==> config.mk <==
export PLATFORM = sky130hd
export DESIGN_NAME = osat_front
export DESIGN_NICKNAME = d
export VERILOG_FILES = /design/src/rtl/core/osat_pkg.sv /design/src/rtl/core/osat_front.sv
export VERILOG_INCLUDE_DIRS = /design/src /design/src/rtl/core
export SDC_FILE = /design/constraint.sdc
export NUM_CORES = 1
export LEC_CHECK = 0
export ABC_AREA = 1
export BUFFER_PORTS_ARGS = -buffer_cell sky130_fd_sc_hd__buf_4
export CAP_MARGIN = 40
export CELL_PAD_IN_SITES_DETAIL_PLACEMENT = 0
export CELL_PAD_IN_SITES_GLOBAL_PLACEMENT = 1
export CORE_MARGIN = 2
export CORE_UTILIZATION = 41
export DETAILED_ROUTE_END_ITERATION = 12
export PLACE_DENSITY = 0.85
export SKIP_LAST_GASP = 1
export SYNTH_ARGS = -nofsm -noshare
export SYNTH_HDL_FRONTEND = slang
export SYNTH_SLANG_ARGS = --single-unit
==> constraint.sdc <==
create_clock -name clk -period 16.4 [get_ports clk]
set_clock_uncertainty 0.05 [all_clocks]
set_input_delay 0.82 -clock clk [delete_from_list [all_inputs] [get_ports clk]]
set_output_delay 0.82 -clock clk [all_outputs]
set_load 0.1 [all_outputs]
==> src/rtl/core/one_shot_alarm_table_core_defines.svh <==
// ----------------------------------------------------------------------------
// One-shot alarm table: assertion macros
// Shared concurrent assertion shorthands, clocked on clk, disabled in reset.
// ----------------------------------------------------------------------------
`ifndef ONE_SHOT_ALARM_TABLE_CORE_DEFINES_SVH
`define ONE_SHOT_ALARM_TABLE_CORE_DEFINES_SVH

`ifndef NO_ASSERTIONS
// A condition that holds at every clock edge.
`define OSAT_ASSERT(label, expr) \
    label: assert property (@(posedge clk) disable iff (!rst_n) (expr)) \
        else $error("one-shot alarm table: assertion failed");
// A consequence that holds in the same cycle as its trigger.
`define OSAT_ASSERT_IMPL(label, ante, cons) \
    label: assert property (@(posedge clk) disable iff (!rst_n) (ante) |-> (cons)) \
        else $error("one-shot alarm table: assertion failed");
// A consequence that holds in the cycle after its trigger.
`define OSAT_ASSERT_NEXT(label, ante, cons) \
    label: assert property (@(posedge clk) disable iff (!rst_n) (ante) |=> (cons)) \
        else $error("one-shot alarm table: assertion failed");
`else
`define OSAT_ASSERT(label, expr)
`define OSAT_ASSERT_IMPL(label, ante, cons)
`define OSAT_ASSERT_NEXT(label, ante, cons)
`endif

`endif

==> src/rtl/core/osat_pkg.sv <==
// ----------------------------------------------------------------------------
// One-shot alarm table package
// Shared constants, codes and the command record passed from front to back.
// ----------------------------------------------------------------------------
package osat_pkg;

    // Table geometry and clock width.
    localparam int SLOTS_DEFAULT = 64;
    localparam int CLOCK_WIDTH   = 48;
    localparam int MAX_OUT       = 64;

    // Reset value of the cycles-per-tick register.
    localparam logic [15:0] CPT_RESET = 16'd9371;

    // Stream widths.
    localparam int IN_DATA_W  = 168;
    localparam int OUT_DATA_W = 176;

    // Stored payload: delay, handler, argument, global pointer.
    localparam int PAY_W = 16 + 32 + 32 + 32;

    // Operation codes.
    typedef enum logic [1:0] {
        OP_ARM      = 2'd0,
        OP_RELEASE  = 2'd1,
        OP_SCAN     = 2'd2,
        OP_DISPATCH = 2'd3
    } op_t;

    // Result kinds.
    localparam logic [2:0] KIND_ARM     = 3'd0;
    localparam logic [2:0] KIND_RELEASE = 3'd1;
    localparam logic [2:0] KIND_SCAN    = 3'd2;
    localparam logic [2:0] KIND_FIRED   = 3'd3;
    localparam logic [2:0] KIND_NONE    = 3'd4;

    // Result status codes.
    localparam logic [1:0] STAT_OK        = 2'd0;
    localparam logic [1:0] STAT_FULL      = 2'd1;
    localparam logic [1:0] STAT_BAD_ID    = 2'd2;
    localparam logic [1:0] STAT_NOT_ARMED = 2'd3;

    // Decoded command handed from the front to the back.
    typedef struct packed {
        op_t         opcode;
        logic [47:0] now_time;
        logic [15:0] time_ticks;
        logic [31:0] handler_addr;
        logic [31:0] handler_arg;
        logic [31:0] global_ptr;
        logic [7:0]  slot_id;
        logic        rel_bad;
    } cmd_t;

endpackage

==> src/rtl/core/osat_front.sv <==
// ----------------------------------------------------------------------------
// One-shot alarm table front end
// Accepts input beats, checks release ids and queues decoded commands.
// ----------------------------------------------------------------------------
module osat_front #(
    parameter int SLOTS = osat_pkg::SLOTS_DEFAULT
) (
    input  logic                           clk,
    input  logic                           rst_n,
    input  logic                           s_tvalid,
    output logic                           s_tready,
    input  logic [osat_pkg::IN_DATA_W-1:0] s_tdata,
    input  logic [1:0]                     s_tuser,
    output logic                           cmd_valid,
    output osat_pkg::cmd_t                 cmd,
    input  logic                           cmd_ready
);

`include "one_shot_alarm_table_core_defines.svh"

    osat_pkg::cmd_t dec;
    osat_pkg::cmd_t q_reg [2];
    logic           wr_ptr_reg, rd_ptr_reg;
    logic [1:0]     cnt_reg;
    logic           push, pop;

    // Field split and release id range check.
    always_comb
    begin
        dec.opcode       = osat_pkg::op_t'(s_tuser);
        dec.now_time     = s_tdata[47:0];
        dec.time_ticks   = s_tdata[63:48];
        dec.handler_addr = s_tdata[95:64];
        dec.handler_arg  = s_tdata[127:96];
        dec.global_ptr   = s_tdata[159:128];
        dec.slot_id      = s_tdata[167:160];
        dec.rel_bad      = s_tdata[167] || ({1'b0, s_tdata[167:160]} >= 9'(SLOTS));
    end

    assign s_tready  = (cnt_reg != 2'd2);
    assign cmd_valid = (cnt_reg != 2'd0);
    assign cmd       = q_reg[rd_ptr_reg];
    assign push      = s_tvalid && s_tready;
    assign pop       = cmd_valid && cmd_ready;

    // Two-entry command queue.
    always_ff @(posedge clk or negedge rst_n)
    begin
        if (!rst_n)
        begin
            wr_ptr_reg <= 1'b0;
            rd_ptr_reg <= 1'b0;
            cnt_reg    <= 2'd0;
        end
        else
        begin
            if (push)
            begin
                q_reg[wr_ptr_reg] <= dec;
                wr_ptr_reg        <= !wr_ptr_reg;
            end
            if (pop)
            begin
                rd_ptr_reg <= !rd_ptr_reg;
            end
            if (push && !pop)
            begin
                cnt_reg <= cnt_reg + 2'd1;
            end
            else if (pop && !push)
            begin
                cnt_reg <= cnt_reg - 2'd1;
            end
        end
    end

    `OSAT_ASSERT(a_cnt_bound, cnt_reg <= 2'd2)
    `OSAT_ASSERT_NEXT(a_cnt_up, push && !pop, cnt_reg == $past(cnt_reg) + 2'd1)
    `OSAT_ASSERT_NEXT(a_cnt_down, pop && !push, cnt_reg == $past(cnt_reg) - 2'd1)

endmodule

==> impl_metrics.env <==
export IMPL_status="finished, final reports clean"
export IMPL_htreeDepth=2
export IMPL_path_buf_inv=5
export IMPL_io_pins=347
export IMPL_cp_end_kind="output pin"
export IMPL_crit_top_cell="buf_4"
export IMPL_largest_reg_flops=342
export IMPL_relSlewSlack=0.219
export IMPL_fp_dieW_um=179
export IMPL_syn_num_nets=1100
export IMPL_critPathRequiredTime_ps=15530
export IMPL_grt_use_total=0.171
export IMPL_hold_viol_final=0
export IMPL_startpoint_type="flop"
export IMPL_netlist_top_cells_area="edfxtp_1 81%, nand2_1 16%, dfrtp_1 0.79%"
export IMPL_slowest_delay_ps=440
export IMPL_worst_pin_slew_ps=1170
export IMPL_postRouteAntennaNets=0
export IMPL_drive_gt1_frac=0.311
export IMPL_finalSetupTns_ps=0
export IMPL_synth_compound_area_frac=0
export IMPL_cap_viol_max_count=0
export IMPL_synth_warnings=0
export IMPL_ctsHoldBuffers=0
export IMPL_grt_pass1_wl_um=43200
export IMPL_synth_edff_count=342
export IMPL_cp_data_arrival_time_ps=2790
export IMPL_setup_viol=0
export IMPL_clock_latency_ps=500
export IMPL_critPathMaxFanout=64
export IMPL_syn_to_final_growth_pct=33.0
export IMPL_yosys_area_top_type="edfxtp_1"
export IMPL_yosysMostFrequentCell="nand2_1"
export IMPL_place_gp_congestion=0.745
export IMPL_netlist_area_um2=12600
export IMPL_drc=0
export IMPL_via_per_inst=4.60
export IMPL_cpMaxStageDelayCell="buf_4"
export IMPL_cts_sinks=346
export IMPL_synth_simple_area_share=0.159
export IMPL_routed_wl_um=28200
export IMPL_rsz0062_at_grt="no"
export IMPL_tritoncts="yes"
export IMPL_synthCells=925
export IMPL_critPathKind="flop to output pin"
export IMPL_dpl_hpwl_um=18400
export IMPL_crit_chain="buf_4 -> buf_16 -> buf_4 -> buf_12 -> nand2_1 -> nand2_1 -> buf_4"
export IMPL_synth_avg_cell_area_um2=13.6
export IMPL_synth_top_family_by_area="simple AND/OR/NAND/NOR gates"
export IMPL_num_vias=7848
export IMPL_gr_total_overflow=0
export IMPL_cts_resized=0
export IMPL_cts_buffer_depth=3
export IMPL_synth_xor_area_share=0.000694
export IMPL_synth_distinct_cells=15
export IMPL_grt_max_degree=172
export IMPL_numPortBuffers=346
export IMPL_fmax_ghz=0.273
export IMPL_cts_buffers=36
export IMPL_ys_seq_area_frac=0.821
export IMPL_synth_seq_cells=346
export IMPL_std_cell_rows=64
export IMPL_drt_pass1_iterations=5
export IMPL_min_period_over_period=0.223
export IMPL_core_area_um2=30400
export IMPL_synthMuxAreaShare=0
export IMPL_cts_reportedPaths_clkPinSlew_ps=60
export IMPL_dr_first_iter_drc_count=496
export IMPL_synthAdderAreaFrac=0.000991
export IMPL_routedWlPerCell_um=16.5
export IMPL_start_util=0.415
export IMPL_async_flop_share=0.0116
export IMPL_antenna_found_initial=2
export IMPL_hp_class="primary input to async pin"
export IMPL_grt_pass1_vias=7784
export IMPL_cts_root_buf="clkbuf_16"
export IMPL_cts_setup_buffers=0
export IMPL_crit_family="buffers and inverters"
export IMPL_finalMaxSlewViolations=0
export IMPL_nets=1458
export IMPL_netlist_area_leader_share=0.814
export IMPL_synth_common_cells="526 x nand2_1, 342 x edfxtp_1, 19 x buf_2"
export IMPL_synth_top_flop_cell="edfxtp_1"
export IMPL_fin_crit_ps=3660
export IMPL_dieArea_um2=32200
export IMPL_die_h_um=179
-- stage by stage --
| stage | utilization | cell area, um^2 | hold WS [ps] | setup WS, ps | std cells |
|---|---|---|---|---|---|
| detailed placement | 0.517 | 15700 | 416 | 13190 | 1641 |
| global placement | 0.513 | 15600 | 413 | 12810 | 1636 |
| finish | 0.552 | 16800 | 60.8 | 12740 | 1705 |
| global route | 0.552 | 16800 | 35.8 | 12540 | 1704 |
| CTS | 0.552 | 16800 | 36.4 | 12650 | 1703 |
| floorplan | - | 12600 | 399 | 2580 | 925 |
-- placed cells by master, fill, tap and decap left out, drive strengths merged --
cell	n
nand2	526
buf	357
edfxtp	342
clkbuf	42
clkinv	19
inv	8
dfrtp	4
diode	2
nand3	2
or2	1
nor3	1
nor2	1
xnor2	1
nand4	1
ha	1
bufinv	1
-- worst paths after layout --
kind                       slack, ps  cells after the start            to        from
max reg2reg                    13670                      8  q_reg[0][35]  cnt_reg[0]
max                            12740                      7       cmd[74]  rd_ptr_reg
min                               60                      1    wr_ptr_reg       rst_n
min in group clk                 430                      2    wr_ptr_reg  wr_ptr_reg
min reg2reg                      430                      2    wr_ptr_reg  wr_ptr_reg
max in group asynchronous      16120                      1    rd_ptr_reg       rst_n
-- worst reg2reg max path, delay by kind of cell, from the launching register on --
kind                   cells  cell delay [ps]
AND/OR/NAND/NOR            4              980
buffers and inverters      4              900
flip-flops                 1              390
-- per-layer routing --
metal	vias to the layer above	global-route usage	part of all wire
met5	-	0	0
met4	0	0.0452	0.017
met3	35	0.0737	0.11
met2	321	0.278	0.47
met1	3651	0.211	0.40
li1	3841	-	-
-- kinds of logic after synthesis --
| group | after synthesis |
|---|---|
| and+or+nand+nor | 532 |
| DFF | 346 |
| adders and majority gates | 1 |
| buffers and inverters | 45 |
| xor gates and xnor gates | 1 |
-- final cells by class --
class,instances,area (um^2)
inverter,8,35.0
fill,2478,13600
clock inverter,20,114
clock buffer,42,945
multi-input combinational,534,2040
antenna,2,5.00
timing repair buffer,357,2790
sequential,346,10400
tap,396,495
Power is not shown: default switching activity piles up to over one toggle a cycle in this logic, so the estimate is an artifact.
